`src/rtl/core/ssip_pkg.sv`:
```
// ----------------------------------------------------------------------------
// Speed schedule incremental PID package
// Shared field widths, constants, register codes and beat payload types.
// ----------------------------------------------------------------------------
package ssip_pkg;

   localparam int SPEED_W      = 9;
   localparam int GAIN_W       = 12;
   localparam int RATIO_W      = 9;
   localparam int COUNT_W      = 16;
   localparam int MEAS_W       = 15;
   localparam int DUTY_W       = 13;
   localparam int COL_W        = 8;
   localparam int OFFSET_W     = 5;
   localparam int ERR_W        = 17;
   localparam int TERM_W       = 16;
   localparam int ACCUM_W      = 14;
   localparam int CSR_INDEX_W  = 4;
   localparam int CSR_DATA_W   = 3 * SPEED_W;

   localparam int CENTER_REF   = 40;
   localparam int OFFSET_CAP   = 20;
   localparam int DRIVE_LIMIT  = 8000;

   // floor(n / 20) == (n * 3277) >> 16 for n below 2**14
   localparam int DIV20_RECIP   = 3277;
   localparam int DIV20_RECIP_W = 12;
   localparam int DIV20_SHIFT   = 16;

   typedef enum logic [CSR_INDEX_W-1:0] {
      CSR_GAIN_P         = 4'd0,
      CSR_GAIN_I         = 4'd1,
      CSR_GAIN_D         = 4'd2,
      CSR_SPEED_LOW      = 4'd3,
      CSR_SPEED_HIGH     = 4'd4,
      CSR_RING_SPEEDS    = 4'd5,
      CSR_OBSTACLE_SPEED = 4'd6,
      CSR_SLOW_SPEED     = 4'd7
   } csr_index_type;

   typedef struct packed {
      logic signed [COUNT_W-1:0] encoder_count;
      logic [COL_W-1:0]          center_col;
      logic [RATIO_W-1:0]        straight_ratio;
      logic [RATIO_W-1:0]        lateral_ratio;
      logic                      ring_found;
      logic                      ring_entering;
      logic                      ring_exiting;
      logic                      obstacle;
      logic                      full_speed_mode;
   } req_item_type;

   typedef struct packed {
      logic [DUTY_W-1:0]  duty_forward;
      logic [DUTY_W-1:0]  duty_reverse;
      logic [SPEED_W-1:0] goal_speed;
      logic [MEAS_W-1:0]  measured_speed;
   } rsp_item_type;

   typedef struct packed {
      logic [CSR_INDEX_W-1:0] index;
      logic [CSR_DATA_W-1:0]  data;
   } csr_write_type;

   typedef struct packed {
      logic [GAIN_W-1:0]    gain_p;
      logic [GAIN_W-1:0]    gain_i;
      logic [GAIN_W-1:0]    gain_d;
      logic [SPEED_W-1:0]   speed_low;
      logic [SPEED_W-1:0]   speed_high;
      logic [3*SPEED_W-1:0] ring_speeds;
      logic [SPEED_W-1:0]   obstacle_speed;
      logic [SPEED_W-1:0]   slow_speed;
   } cfg_type;

   typedef struct packed {
      logic [SPEED_W-1:0] goal;
      logic [MEAS_W-1:0]  meas;
   } goal_item_type;

   localparam cfg_type CFG_RESET = '{
      gain_p:         12'd800,
      gain_i:         12'd160,
      gain_d:         12'd0,
      speed_low:      9'd160,
      speed_high:     9'd280,
      ring_speeds:    27'd39406245,
      obstacle_speed: 9'd190,
      slow_speed:     9'd130
   };

endpackage

```
`src/rtl/core/ssip_chan_if.sv`:
```
// ----------------------------------------------------------------------------
// Speed schedule incremental PID channel
// Valid/ready channel carrying one payload beat per handshake.
// ----------------------------------------------------------------------------
interface ssip_chan_if #(
   parameter type payload_type = logic
) ();

   logic        valid;
   logic        ready;
   payload_type payload;

   modport source (
      output valid,
      output payload,
      input  ready
   );

   modport sink (
      input  valid,
      input  payload,
      output ready
   );

endinterface

```
`src/rtl/core/ssip_goal.sv`:
```
// ----------------------------------------------------------------------------
// Speed schedule incremental PID goal stages
// Two-stage target speed schedule: offset ramp, curve limits, event overrides.
// ----------------------------------------------------------------------------
module ssip_goal
   import ssip_pkg::*;
#(
   parameter int RATIO_FRAC_BITS = 8
) (
   input  logic          clock,
   input  logic          reset,
   input  cfg_type       cfg,
   input  logic          in_valid,
   output logic          in_ready,
   input  req_item_type  in_item,
   output logic          out_valid,
   input  logic          out_ready,
   output goal_item_type out_item
);

   localparam int LIM_W  = SPEED_W + RATIO_W - RATIO_FRAC_BITS;
   localparam int CAP_W  = ((LIM_W > SPEED_W) ? LIM_W : SPEED_W) + 1;
   localparam int NUM_W  = $clog2(OFFSET_CAP * (2 ** SPEED_W));
   localparam int PROD_W = SPEED_W + OFFSET_W + 2;
   localparam int QUOT_W = NUM_W + DIV20_RECIP_W;

   typedef struct packed {
      logic ring_found;
      logic ring_entering;
      logic ring_exiting;
      logic obstacle;
      logic full_speed_mode;
   } event_type;

   logic en_a, en_b;

   logic                    a_valid_ff, a_valid_in;
   logic [NUM_W-1:0]        a_num_ff, a_num_in;
   logic [LIM_W-1:0]        a_lim_ff, a_lim_in;
   logic                    a_skip_ff, a_skip_in;
   logic [MEAS_W-1:0]       a_meas_ff, a_meas_in;
   event_type               a_event_ff, a_event_in;

   logic                    b_valid_ff, b_valid_in;
   goal_item_type           b_item_ff, b_item_in;

   logic signed [COL_W:0]   col_diff;
   logic [COL_W-1:0]        col_abs;
   logic [OFFSET_W-1:0]     offset;
   logic signed [SPEED_W:0] span;
   logic signed [PROD_W-1:0] span_off;
   logic [NUM_W-1:0]        high_x20;
   logic signed [PROD_W-1:0] num_full;
   logic [SPEED_W+RATIO_W-1:0] lim_s_full, lim_l_full;
   logic [LIM_W-1:0]        lim_s, lim_l;

   logic [QUOT_W-1:0]       quot_full;
   logic [SPEED_W-1:0]      goal_lin;
   logic [CAP_W-1:0]        cap;
   logic [SPEED_W-1:0]      goal;

   assign en_b     = !b_valid_ff || out_ready;
   assign en_a     = !a_valid_ff || en_b;
   assign in_ready = en_a;

   // stage A: offset ramp numerator and curve limits
   always_comb begin
      col_diff   = $signed({1'b0, in_item.center_col}) - $signed((COL_W+1)'(CENTER_REF));
      col_abs    = col_diff[COL_W] ? COL_W'(-col_diff) : col_diff[COL_W-1:0];
      offset     = (col_abs > COL_W'(OFFSET_CAP)) ? OFFSET_W'(OFFSET_CAP)
                                                 : col_abs[OFFSET_W-1:0];
      span       = $signed({1'b0, cfg.speed_high}) - $signed({1'b0, cfg.speed_low});
      span_off   = span * $signed({1'b0, offset});
      high_x20   = NUM_W'(cfg.speed_high) * NUM_W'(OFFSET_CAP);
      num_full   = $signed({2'b00, high_x20}) - span_off;
      lim_s_full = span[SPEED_W-1:0] * in_item.straight_ratio;
      lim_l_full = span[SPEED_W-1:0] * in_item.lateral_ratio;
      lim_s      = lim_s_full[SPEED_W+RATIO_W-1:RATIO_FRAC_BITS];
      lim_l      = lim_l_full[SPEED_W+RATIO_W-1:RATIO_FRAC_BITS];

      a_valid_in = en_a ? in_valid : a_valid_ff;
      a_num_in   = num_full[NUM_W-1:0];
      a_lim_in   = (lim_s < lim_l) ? lim_s : lim_l;
      a_skip_in  = span[SPEED_W];
      a_meas_in  = in_item.encoder_count[COUNT_W-1] ? '0
                                                    : in_item.encoder_count[MEAS_W-1:0];
      a_event_in = '{
         ring_found:      in_item.ring_found,
         ring_entering:   in_item.ring_entering,
         ring_exiting:    in_item.ring_exiting,
         obstacle:        in_item.obstacle,
         full_speed_mode: in_item.full_speed_mode
      };
   end

   // stage B: divide by the offset cap, limit, override
   always_comb begin
      quot_full = QUOT_W'(a_num_ff) * QUOT_W'(DIV20_RECIP);
      goal_lin  = quot_full[DIV20_SHIFT +: SPEED_W];
      cap       = CAP_W'(cfg.speed_low) + CAP_W'(a_lim_ff);
      goal      = goal_lin;
      if (!a_skip_ff && (CAP_W'(goal_lin) > cap)) begin
         goal = cap[SPEED_W-1:0];
      end
      if (a_event_ff.ring_found) begin
         goal = cfg.ring_speeds[0 +: SPEED_W];
      end
      if (a_event_ff.ring_entering) begin
         goal = cfg.ring_speeds[SPEED_W +: SPEED_W];
      end
      if (a_event_ff.ring_exiting) begin
         goal = cfg.ring_speeds[2*SPEED_W +: SPEED_W];
      end
      if (a_event_ff.obstacle) begin
         goal = cfg.obstacle_speed;
      end
      if (!a_event_ff.full_speed_mode) begin
         goal = cfg.slow_speed;
      end

      b_valid_in = en_b ? a_valid_ff : b_valid_ff;
      b_item_in  = '{goal: goal, meas: a_meas_ff};
   end

   always_ff @(posedge clock) begin
      if (reset) begin
         a_valid_ff <= 1'b0;
         b_valid_ff <= 1'b0;
      end else begin
         a_valid_ff <= a_valid_in;
         b_valid_ff <= b_valid_in;
      end
   end

   always_ff @(posedge clock) begin
      if (en_a) begin
         a_num_ff   <= a_num_in;
         a_lim_ff   <= a_lim_in;
         a_skip_ff  <= a_skip_in;
         a_meas_ff  <= a_meas_in;
         a_event_ff <= a_event_in;
      end
      if (en_b) begin
         b_item_ff <= b_item_in;
      end
   end

   assign out_valid = b_valid_ff;
   assign out_item  = b_item_ff;

endmodule

```
`src/rtl/core/ssip_pid.sv`:
```
// ----------------------------------------------------------------------------
// Speed schedule incremental PID controller stages
// Error history, gain products, saturated drive accumulator and duty split.
// ----------------------------------------------------------------------------
module ssip_pid
   import ssip_pkg::*;
#(
   parameter int GAIN_FRAC_BITS = 4
) (
   input  logic          clock,
   input  logic          reset,
   input  cfg_type       cfg,
   input  logic          in_valid,
   output logic          in_ready,
   input  goal_item_type in_item,
   output logic          out_valid,
   input  logic          out_ready,
   output rsp_item_type  out_item
);

   localparam int DIFF_W = ERR_W + 2;
   localparam int PROD_W = GAIN_W + 1 + DIFF_W;
   localparam int SUM_W  = TERM_W + 2;

   localparam logic signed [PROD_W:0] TERM_HI = (PROD_W+1)'(2 ** (TERM_W - 1) - 1);
   localparam logic signed [PROD_W:0] TERM_LO = -TERM_HI - (PROD_W+1)'(1);
   localparam logic signed [SUM_W-1:0] SUM_HI = SUM_W'(DRIVE_LIMIT);
   localparam logic signed [SUM_W-1:0] SUM_LO = -SUM_HI;
   localparam logic signed [ACCUM_W-1:0] ACC_HI = ACCUM_W'(DRIVE_LIMIT);
   localparam logic signed [ACCUM_W-1:0] ACC_LO = -ACC_HI;

   function automatic logic signed [TERM_W-1:0] pid_term(
      input logic [GAIN_W-1:0]        gain,
      input logic signed [DIFF_W-1:0] diff
   );
      logic signed [PROD_W-1:0] prod;
      logic [PROD_W-1:0]        mag;
      logic [PROD_W-1:0]        shr;
      logic signed [PROD_W:0]   val;
      logic signed [TERM_W-1:0] res;
      prod = $signed({1'b0, gain}) * diff;
      mag  = prod[PROD_W-1] ? PROD_W'(-prod) : PROD_W'(prod);
      shr  = mag >> GAIN_FRAC_BITS;
      val  = prod[PROD_W-1] ? -$signed({1'b0, shr}) : $signed({1'b0, shr});
      if (val > TERM_HI) begin
         res = {1'b0, {(TERM_W-1){1'b1}}};
      end else if (val < TERM_LO) begin
         res = {1'b1, {(TERM_W-1){1'b0}}};
      end else begin
         res = val[TERM_W-1:0];
      end
      return res;
   endfunction

   logic en_d, en_m, en_o;

   logic signed [ERR_W-1:0]   error_prev_ff, error_prev_in;
   logic signed [ERR_W-1:0]   error_prev2_ff, error_prev2_in;
   logic signed [ACCUM_W-1:0] drive_accum_ff, drive_accum_in;

   logic                      d_valid_ff, d_valid_in;
   logic signed [ERR_W-1:0]   d_e0_ff, d_e0_in;
   logic signed [DIFF_W-1:0]  d_d1_ff, d_d1_in;
   logic signed [DIFF_W-1:0]  d_d2_ff, d_d2_in;
   goal_item_type             d_item_ff;

   logic                      m_valid_ff, m_valid_in;
   logic signed [TERM_W-1:0]  m_tp_ff, m_tp_in;
   logic signed [TERM_W-1:0]  m_ti_ff, m_ti_in;
   logic signed [TERM_W-1:0]  m_td_ff, m_td_in;
   goal_item_type             m_item_ff;

   logic                      o_valid_ff, o_valid_in;
   rsp_item_type              o_item_ff, o_item_in;

   logic signed [SUM_W-1:0]   sum;
   logic signed [ACCUM_W-1:0] accum_neg;

   assign en_o     = !o_valid_ff || out_ready;
   assign en_m     = !m_valid_ff || en_o;
   assign en_d     = !d_valid_ff || en_m;
   assign in_ready = en_d;

   // error and its differences against the history
   always_comb begin
      d_valid_in     = en_d ? in_valid : d_valid_ff;
      d_e0_in        = $signed(ERR_W'(in_item.goal)) - $signed(ERR_W'(in_item.meas));
      d_d1_in        = DIFF_W'(d_e0_in) - DIFF_W'(error_prev_ff);
      d_d2_in        = DIFF_W'(d_e0_in) - (DIFF_W'(error_prev_ff) <<< 1)
                     + DIFF_W'(error_prev2_ff);
      error_prev_in  = d_e0_in;
      error_prev2_in = error_prev_ff;
   end

   always_comb begin
      m_valid_in = en_m ? d_valid_ff : m_valid_ff;
      m_tp_in    = pid_term(cfg.gain_p, d_d1_ff);
      m_ti_in    = pid_term(cfg.gain_i, DIFF_W'(d_e0_ff));
      m_td_in    = pid_term(cfg.gain_d, d_d2_ff);
   end

   always_comb begin
      o_valid_in = en_o ? m_valid_ff : o_valid_ff;
      sum = SUM_W'(drive_accum_ff) + SUM_W'(m_tp_ff) + SUM_W'(m_ti_ff) + SUM_W'(m_td_ff);
      if (sum > SUM_HI) begin
         drive_accum_in = ACC_HI;
      end else if (sum < SUM_LO) begin
         drive_accum_in = ACC_LO;
      end else begin
         drive_accum_in = sum[ACCUM_W-1:0];
      end
      accum_neg = -drive_accum_in;
      o_item_in.goal_speed     = m_item_ff.goal;
      o_item_in.measured_speed = m_item_ff.meas;
      if (drive_accum_in > $signed(ACCUM_W'(0))) begin
         o_item_in.duty_forward = drive_accum_in[DUTY_W-1:0];
         o_item_in.duty_reverse = '0;
      end else begin
         o_item_in.duty_forward = '0;
         o_item_in.duty_reverse = accum_neg[DUTY_W-1:0];
      end
   end

   always_ff @(posedge clock) begin
      if (reset) begin
         d_valid_ff     <= 1'b0;
         m_valid_ff     <= 1'b0;
         o_valid_ff     <= 1'b0;
         error_prev_ff  <= '0;
         error_prev2_ff <= '0;
         drive_accum_ff <= '0;
      end else begin
         d_valid_ff <= d_valid_in;
         m_valid_ff <= m_valid_in;
         o_valid_ff <= o_valid_in;
         if (in_valid && en_d) begin
            error_prev_ff  <= error_prev_in;
            error_prev2_ff <= error_prev2_in;
         end
         if (m_valid_ff && en_o) begin
            drive_accum_ff <= drive_accum_in;
         end
      end
   end

   always_ff @(posedge clock) begin
      if (en_d) begin
         d_e0_ff   <= d_e0_in;
         d_d1_ff   <= d_d1_in;
         d_d2_ff   <= d_d2_in;
         d_item_ff <= in_item;
      end
      if (en_m) begin
         m_tp_ff   <= m_tp_in;
         m_ti_ff   <= m_ti_in;
         m_td_ff   <= m_td_in;
         m_item_ff <= d_item_ff;
      end
      if (en_o) begin
         o_item_ff <= o_item_in;
      end
   end

   assign out_valid = o_valid_ff;
   assign out_item  = o_item_ff;

endmodule

```
`src/rtl/core/speed_schedule_incremental_pid.sv`:
```
// ----------------------------------------------------------------------------
// Speed schedule incremental PID
// Usage:
//   req_if carries one control tick per beat: encoder count, lane centre,
//   curve ratios, event flags and mode. rsp_if returns one beat per tick:
//   forward/reverse duty, the chosen target speed and the measured speed.
//   csr_if writes one register per beat (index, data); it is always ready.
//   Unknown indexes are dropped. Write registers only while the block is idle.
//   Pipeline: a tick passes the input register, two schedule stages,
//   error, gain products and output, in that order.
//   Throughput: one tick per cycle unless rsp_if stalls; the accumulator loop
//   closes in the last stage, so back-to-back ticks see the correct history.
//   Stall: each stage holds when its successor is full and cannot move on;
//   req_if.ready stays high while any bubble is left in the pipeline.
//   Reset (synchronous): empties the pipeline, clears the drive accumulator
//   and error history, and loads the register defaults.
// ----------------------------------------------------------------------------
module speed_schedule_incremental_pid
   import ssip_pkg::*;
#(
   parameter int GAIN_FRAC_BITS  = 4,
   parameter int RATIO_FRAC_BITS = 8
) (
   input logic          clock,
   input logic          reset,
   ssip_chan_if.sink    req_if,
   ssip_chan_if.source  rsp_if,
   ssip_chan_if.sink    csr_if
);

   cfg_type       cfg_ff, cfg_in;
   logic          req_valid_ff, req_valid_in;
   req_item_type  req_item_ff;
   logic          en_req;

   logic          goal_in_ready;
   logic          goal_valid;
   logic          pid_in_ready;
   goal_item_type goal_item;

   assign csr_if.ready = 1'b1;

   always_comb begin
      cfg_in = cfg_ff;
      if (csr_if.valid) begin
         unique case (csr_if.payload.index)
            CSR_GAIN_P:         cfg_in.gain_p         = csr_if.payload.data[GAIN_W-1:0];
            CSR_GAIN_I:         cfg_in.gain_i         = csr_if.payload.data[GAIN_W-1:0];
            CSR_GAIN_D:         cfg_in.gain_d         = csr_if.payload.data[GAIN_W-1:0];
            CSR_SPEED_LOW:      cfg_in.speed_low      = csr_if.payload.data[SPEED_W-1:0];
            CSR_SPEED_HIGH:     cfg_in.speed_high     = csr_if.payload.data[SPEED_W-1:0];
            CSR_RING_SPEEDS:    cfg_in.ring_speeds    = csr_if.payload.data;
            CSR_OBSTACLE_SPEED: cfg_in.obstacle_speed = csr_if.payload.data[SPEED_W-1:0];
            CSR_SLOW_SPEED:     cfg_in.slow_speed     = csr_if.payload.data[SPEED_W-1:0];
            default: ;
         endcase
      end
   end

   assign en_req       = !req_valid_ff || goal_in_ready;
   assign req_valid_in = en_req ? req_if.valid : req_valid_ff;
   assign req_if.ready = en_req;

   always_ff @(posedge clock) begin
      if (reset) begin
         cfg_ff       <= CFG_RESET;
         req_valid_ff <= 1'b0;
      end else begin
         cfg_ff       <= cfg_in;
         req_valid_ff <= req_valid_in;
      end
   end

   always_ff @(posedge clock) begin
      if (en_req) begin
         req_item_ff <= req_if.payload;
      end
   end

   ssip_goal #(
      .RATIO_FRAC_BITS (RATIO_FRAC_BITS)
   ) u_goal (
      .clock     (clock),
      .reset     (reset),
      .cfg       (cfg_ff),
      .in_valid  (req_valid_ff),
      .in_ready  (goal_in_ready),
      .in_item   (req_item_ff),
      .out_valid (goal_valid),
      .out_ready (pid_in_ready),
      .out_item  (goal_item)
   );

   ssip_pid #(
      .GAIN_FRAC_BITS (GAIN_FRAC_BITS)
   ) u_pid (
      .clock     (clock),
      .reset     (reset),
      .cfg       (cfg_ff),
      .in_valid  (goal_valid),
      .in_ready  (pid_in_ready),
      .in_item   (goal_item),
      .out_valid (rsp_if.valid),
      .out_ready (rsp_if.ready),
      .out_item  (rsp_if.payload)
   );

`ifndef SYNTHESIS
   assert property (@(posedge clock) reset |=> !rsp_if.valid)
      else $error("result beat valid right after reset");

   assert property (@(posedge clock) disable iff (reset)
      rsp_if.valid |-> (rsp_if.payload.duty_forward == '0 ||
                        rsp_if.payload.duty_reverse == '0))
      else $error("forward and reverse duty both driven");

   assert property (@(posedge clock) disable iff (reset)
      rsp_if.valid |-> (rsp_if.payload.duty_forward <= DUTY_W'(DRIVE_LIMIT) &&
                        rsp_if.payload.duty_reverse <= DUTY_W'(DRIVE_LIMIT)))
      else $error("duty beyond drive limit");

   assert property (@(posedge clock) disable iff (reset)
      (rsp_if.valid && !rsp_if.ready) |=> (rsp_if.valid && $stable(rsp_if.payload)))
      else $error("result beat changed while stalled");
`endif

endmodule

```
`src/flat_wrapper.sv`:
```
// flat-port wrapper written by rule: the top's interface ports become plain ports
module speed_schedule_incremental_pid_flat import ssip_pkg::*;
#(
   parameter int GAIN_FRAC_BITS  = 4,
   parameter int RATIO_FRAC_BITS = 8
)
  (clock, reset, req_if_valid, req_if_payload, req_if_ready, rsp_if_valid, rsp_if_payload, rsp_if_ready, csr_if_valid, csr_if_payload, csr_if_ready);
  ssip_chan_if #(.payload_type(req_item_type)) req_if_i ();
  ssip_chan_if #(.payload_type(rsp_item_type)) rsp_if_i ();
  ssip_chan_if #(.payload_type(csr_write_type)) csr_if_i ();
  input logic clock;
  input logic reset;
  input wire logic [$bits(req_if_i.valid)-1:0] req_if_valid;
  input wire logic [$bits(req_if_i.payload)-1:0] req_if_payload;
  output wire logic [$bits(req_if_i.ready)-1:0] req_if_ready;
  output wire logic [$bits(rsp_if_i.valid)-1:0] rsp_if_valid;
  output wire logic [$bits(rsp_if_i.payload)-1:0] rsp_if_payload;
  input wire logic [$bits(rsp_if_i.ready)-1:0] rsp_if_ready;
  input wire logic [$bits(csr_if_i.valid)-1:0] csr_if_valid;
  input wire logic [$bits(csr_if_i.payload)-1:0] csr_if_payload;
  output wire logic [$bits(csr_if_i.ready)-1:0] csr_if_ready;
  assign req_if_i.valid = req_if_valid;
  assign req_if_i.payload = req_if_payload;
  assign req_if_ready = req_if_i.ready;
  assign rsp_if_valid = rsp_if_i.valid;
  assign rsp_if_payload = rsp_if_i.payload;
  assign rsp_if_i.ready = rsp_if_ready;
  assign csr_if_i.valid = csr_if_valid;
  assign csr_if_i.payload = csr_if_payload;
  assign csr_if_ready = csr_if_i.ready;
  speed_schedule_incremental_pid #(.GAIN_FRAC_BITS(GAIN_FRAC_BITS), .RATIO_FRAC_BITS(RATIO_FRAC_BITS)) u_core (.clock(clock), .reset(reset), .req_if(req_if_i), .rsp_if(rsp_if_i), .csr_if(csr_if_i));
endmodule
```
`config.mk`:
```
export PLATFORM = sky130hd
export DESIGN_NAME = speed_schedule_incremental_pid_flat
export DESIGN_NICKNAME = d
export VERILOG_FILES = /design/src/rtl/core/ssip_pkg.sv /design/src/rtl/core/ssip_chan_if.sv /design/src/rtl/core/ssip_goal.sv /design/src/rtl/core/ssip_pid.sv /design/src/rtl/core/speed_schedule_incremental_pid.sv /design/src/flat_wrapper.sv
export SDC_FILE = /design/constraint.sdc
export NUM_CORES = 2
export LEC_CHECK = 0
export ABC_AREA = 1
export BUFFER_PORTS_ARGS = -buffer_cell sky130_fd_sc_hd__buf_2
export CORE_MARGIN = 2
export CORE_UTILIZATION = 50
export DETAILED_ROUTE_END_ITERATION = 16
export PLACE_DENSITY = 0.67
export SYNTH_ARGS = -nofsm -noshare
export SYNTH_HDL_FRONTEND = slang
export SYNTH_SLANG_ARGS = --single-unit
```
`constraint.sdc`:
```
create_clock -name clock -period 13.8 [get_ports clock]
set_input_delay 0.69 -clock clock [delete_from_list [all_inputs] [get_ports clock]]
set_output_delay 0.69 -clock clock [all_outputs]
set_load 0.01 [all_outputs]
```
==> flow_summary_export.csv <==
group,metric,value,unit
outcome,outcome,"completed",
route,first_pass_iters,6,
clock_tree,cts_tree,"done",
logic_synthesis,synth.avg_cell_area,7.74,µm²
logic_synthesis,synth_area_leaders,"fa_1 (26%), edfxtp_1 (15%), nand2_1 (13%)",
logic_synthesis,synth-seq-cells,465,
sta,setup_viol,0,
die,die_w,356,µm
logic_synthesis,synth.top_cell.area_share,26.2,%
clock_tree,cts-htree-levels,2,
worst_setup_path,max_stage_delay,550,ps
logic_synthesis,synthFlopType,"edfxtp_1",
logic_synthesis,synth_top_cell_by_area,"fa_1",
sta,maxSlewHeadroom,18.7,%
place,pre_cts_slack,5230,ps
sta,setup_ws,5170,ps
clock_tree,cts_setup_buffers,0,
sta,fmax,0.116,GHz
worst_setup_path,cp-endpoint,"u_core.u_goal.a_lim_ff[7]",
sta,clock_skew,46.7,ps
global_route,antenna_found_initial,3,
sta,hold_violations,0,
global_route,grt_overflow,0,
route,drc,0,
route,dr_total_vias,49302,
run,max-cap-violations,0,
worst_setup_path,slowest_stage,"clkinv_1",
sta,tns,0,ps
clock_tree,clock_latency,660,ps
route,dr.first_iter.drc_count,3608,
route,avgRoutedWirePerCell,16.1,µm
place,routabilityCongestion,0.958,
logic_synthesis,synth_cells,8024,
worst_setup_path,arrival,9010,ps
route,drt_wl_total,156000,µm
logic_synthesis,synth-edff-count,314,
hold_path,min_path_type,"in -> reg",
worst_setup_path,critical_path_class,"reg -> reg",
worst_setup_path,required,14180,ps
route,antenna_left,0,
sta,finalCritPeriodShare,62.5,%
worst_setup_path,critPathLaunch,"u_core.cfg_ff[45]",
worst_setup_path,r2r_slack,5170,ps
die,start_util,50.3,%
final_layout,drive_gt1_share,5.25,%
die,rows,129,
die,ios,136,
clock_tree,ctsResizeCount,0,
route,viasPerCell,5.10,
place,numPortBuffers,134,
logic_synthesis,yosys_warnings,0,
logic_synthesis,synth_area,62100,µm²
clock_tree,root_buffer,"clkbuf_16",
worst_setup_path,endpoint_kind,"flip-flop",
clock_tree,cts.clk_slew.worst_paths,70,ps
clock_tree,ctsHoldBuffers,0,
clock_tree,cts.sinks,465,
global_route,grt_pass1_wl,258000,µm
logic_synthesis,netlist-cell-type-count,67,
place,post_dp_cell_area,63900,µm²
final_layout,fin_area,65700,µm²
sta,whs,202,ps
logic_synthesis,ys_seq_area_share,20.0,%
sta,rsz0062_at_grt,"false",
worst_setup_path,path_common_cell,"nand2_1",
global_route,grt.total_usage,25.2,%
worst_setup_path,crit_fanout,20,
worst_setup_path,r2r_start,"u_core.cfg_ff[45]",
sta,post-route-min-period,8630,ps
die,die_y,356,µm
logic_synthesis,synth-async-reset-ratio,0,%
sta,tightest_slew,1220,ps
logic_synthesis,syn_nets,9432,
clock_tree,cts_buffer_depth,3,
final_layout,fin_nets,9399,
worst_setup_path,start_kind,"flip-flop",
final_layout,syn_to_final_growth,5.70,%
worst_setup_path,reg2regPathDepth,41,
die,core,123000,µm²
die,die_area,127000,µm²
clock_tree,cts_buffers,51,
place,hpwl,129000,µm
worst_setup_path,r2r_end,"u_core.u_goal.a_lim_ff[7]",
global_route,grt_pass1_vias,50009,
global_route,grt_max_degree,123,
final_layout,fillCellCount,11696,
sta,slew_viol_final,0,
[synthesized netlist by cell type (9+ instances only)]
cell type,n
nand2_1,2116
ha_1,512
or2_2,15
nor2_4,14
clkinv_1,10
nor2_2,27
nand3b_1,34
buf_1,9
fa_1,813
clkbuf_1,194
xor2_1,117
o21ai_1,12
a21oi_1,277
nor2_1,544
inv_2,22
o211ai_1,13
nand2_2,48
buf_2,9
xnor2_1,63
o21bai_1,14
inv_1,1890
buf_6,13
edfxtp_1,314
nand3_2,19
dfxtp_1,151
nor3_1,36
and2_1,9
nand3_1,309
o21ai_0,236
nand4_1,81
[kinds of logic (layout without fill, tap and decap cells)]
kind of cell | count (synthesis) | in the layout | share of synthesized area [%]
compound gates | 611 | 611 | 5.34
xor+xnor | 186 | 186 | 2.71
fa+ha+maj | 1325 | 1325 | 36.5
buf+inv | 2160 | 2169 | 13.3
flops | 465 | 465 | 20.0
other cells | 1 | 2 | 0.00604
simple gates | 3276 | 3276 | 22.1
[worst max-delay path: cells and delay by family (launching register included)]
family                     cells  cell delay, ps
buffers and inverters          8            1290
and+or+nand+nor               14            1360
DFF                            1             320
xor gates and xnor gates       1             130
adders and majority gates      8            3140
AOI/OAI and AO/OA             10            2110
[registers in the layout, summed over array words and instances, names as in the netlist, 10 cells and up]
name / cells
u_core.u_pid.error_prev2_in: 16
u_core.u_pid.d_d2_ff: 19
u_core.u_pid.out_item: 50
u_core.u_pid.d_d1_ff: 17
u_core.u_goal.a_lim_ff: 10
u_core.u_pid.drive_accum_ff: 14
u_core.u_goal.out_item: 24
u_core.u_pid.d_item_ff: 24
u_core.u_pid.m_item_ff: 24
u_core.u_pid.m_td_ff: 16
u_core.u_goal.a_meas_ff: 15
u_core.u_pid.error_prev2_ff: 16
u_core.cfg_ff: 99
u_core.u_pid.m_tp_ff: 16
u_core.u_goal.a_num_ff: 14
u_core.req_item_ff: 47
u_core.u_pid.m_ti_ff: 16
u_core.u_pid.d_e0_ff: 16
[final cells by class]
class | instances | area, µm² | area share, %
Inverter | 1923 | 7220 | 11.0
Multi-Input combinational cell | 5399 | 41400 | 63.0
Antenna cell | 1 | 2.50 | 0.00381
Tap cell | 1637 | 2050 | 3.12
Clock buffer | 66 | 1420 | 2.16
Timing Repair Buffer | 151 | 798 | 1.22
Clock inverter | 29 | 327 | 0.497
Sequential cell | 465 | 12500 | 19.0
[per-layer routing]
| layer | vias up | track usage, % | routed length, µm |
|---|---|---|---|
| met5 | - | 0 | 12 |
| met4 | 2 | 7.18 | 4300 |
| met3 | 235 | 2.97 | 9030 |
| met2 | 1311 | 41.9 | 72800 |
| met1 | 23637 | 34.7 | 70000 |
| li1 | 24117 | - | - |
[worst min path at each step]
stage                          startpoint                     endpoint  slack, ps  cells past startpoint
5_1_grt                 req_if_payload[4]        u_core.req_item_ff[4]        180                      1
6_report                req_if_payload[4]        u_core.req_item_ff[4]        200                      1
4_1_cts                 req_if_payload[4]        u_core.req_item_ff[4]        160                      1
2_1_floorplan       u_core.req_item_ff[0]  u_core.u_goal.a_event_ff[0]        400                      0
3_3_place_gp   u_core.u_pid.d_item_ff[11]   u_core.u_pid.m_item_ff[11]        400                      0
3_5_place_dp        u_core.req_item_ff[2]  u_core.u_goal.a_event_ff[2]        400                      0
[per-stage QoR]
step | util [%] | instances
floorplan | - | 8024
global placement | 51.8 | 9575
finish | 53.2 | 9671
global route | 53.2 | 9670
CTS | 53.2 | 9670
detailed placement | 51.8 | 9575
[cells in the final DEF (no fill, tap or decap), drive strengths merged, types with 6 or more instances in the layout]
| master | count |
|---|---|
| xor2 | 121 |
| xnor2 | 65 |
| o21bai | 15 |
| nand3b | 35 |
| clkinvlp | 6 |
| nand3 | 330 |
| a21oi | 281 |
| buf | 151 |
| dfxtp | 151 |
| fa | 813 |
| or2 | 16 |
| clkbuf | 66 |
| nand4 | 81 |
| nor2 | 585 |
| inv | 1914 |
| nor3 | 40 |
| edfxtp | 314 |
| o221ai | 8 |
| a21o | 7 |
| clkinv | 28 |
| ha | 512 |
| and2 | 9 |
| o21ai | 256 |
| o21a | 7 |
| o211ai | 13 |
| nand2 | 2172 |
Power is not shown: default switching activity piles up to over one toggle a cycle in this logic, so the estimate is an artifact.
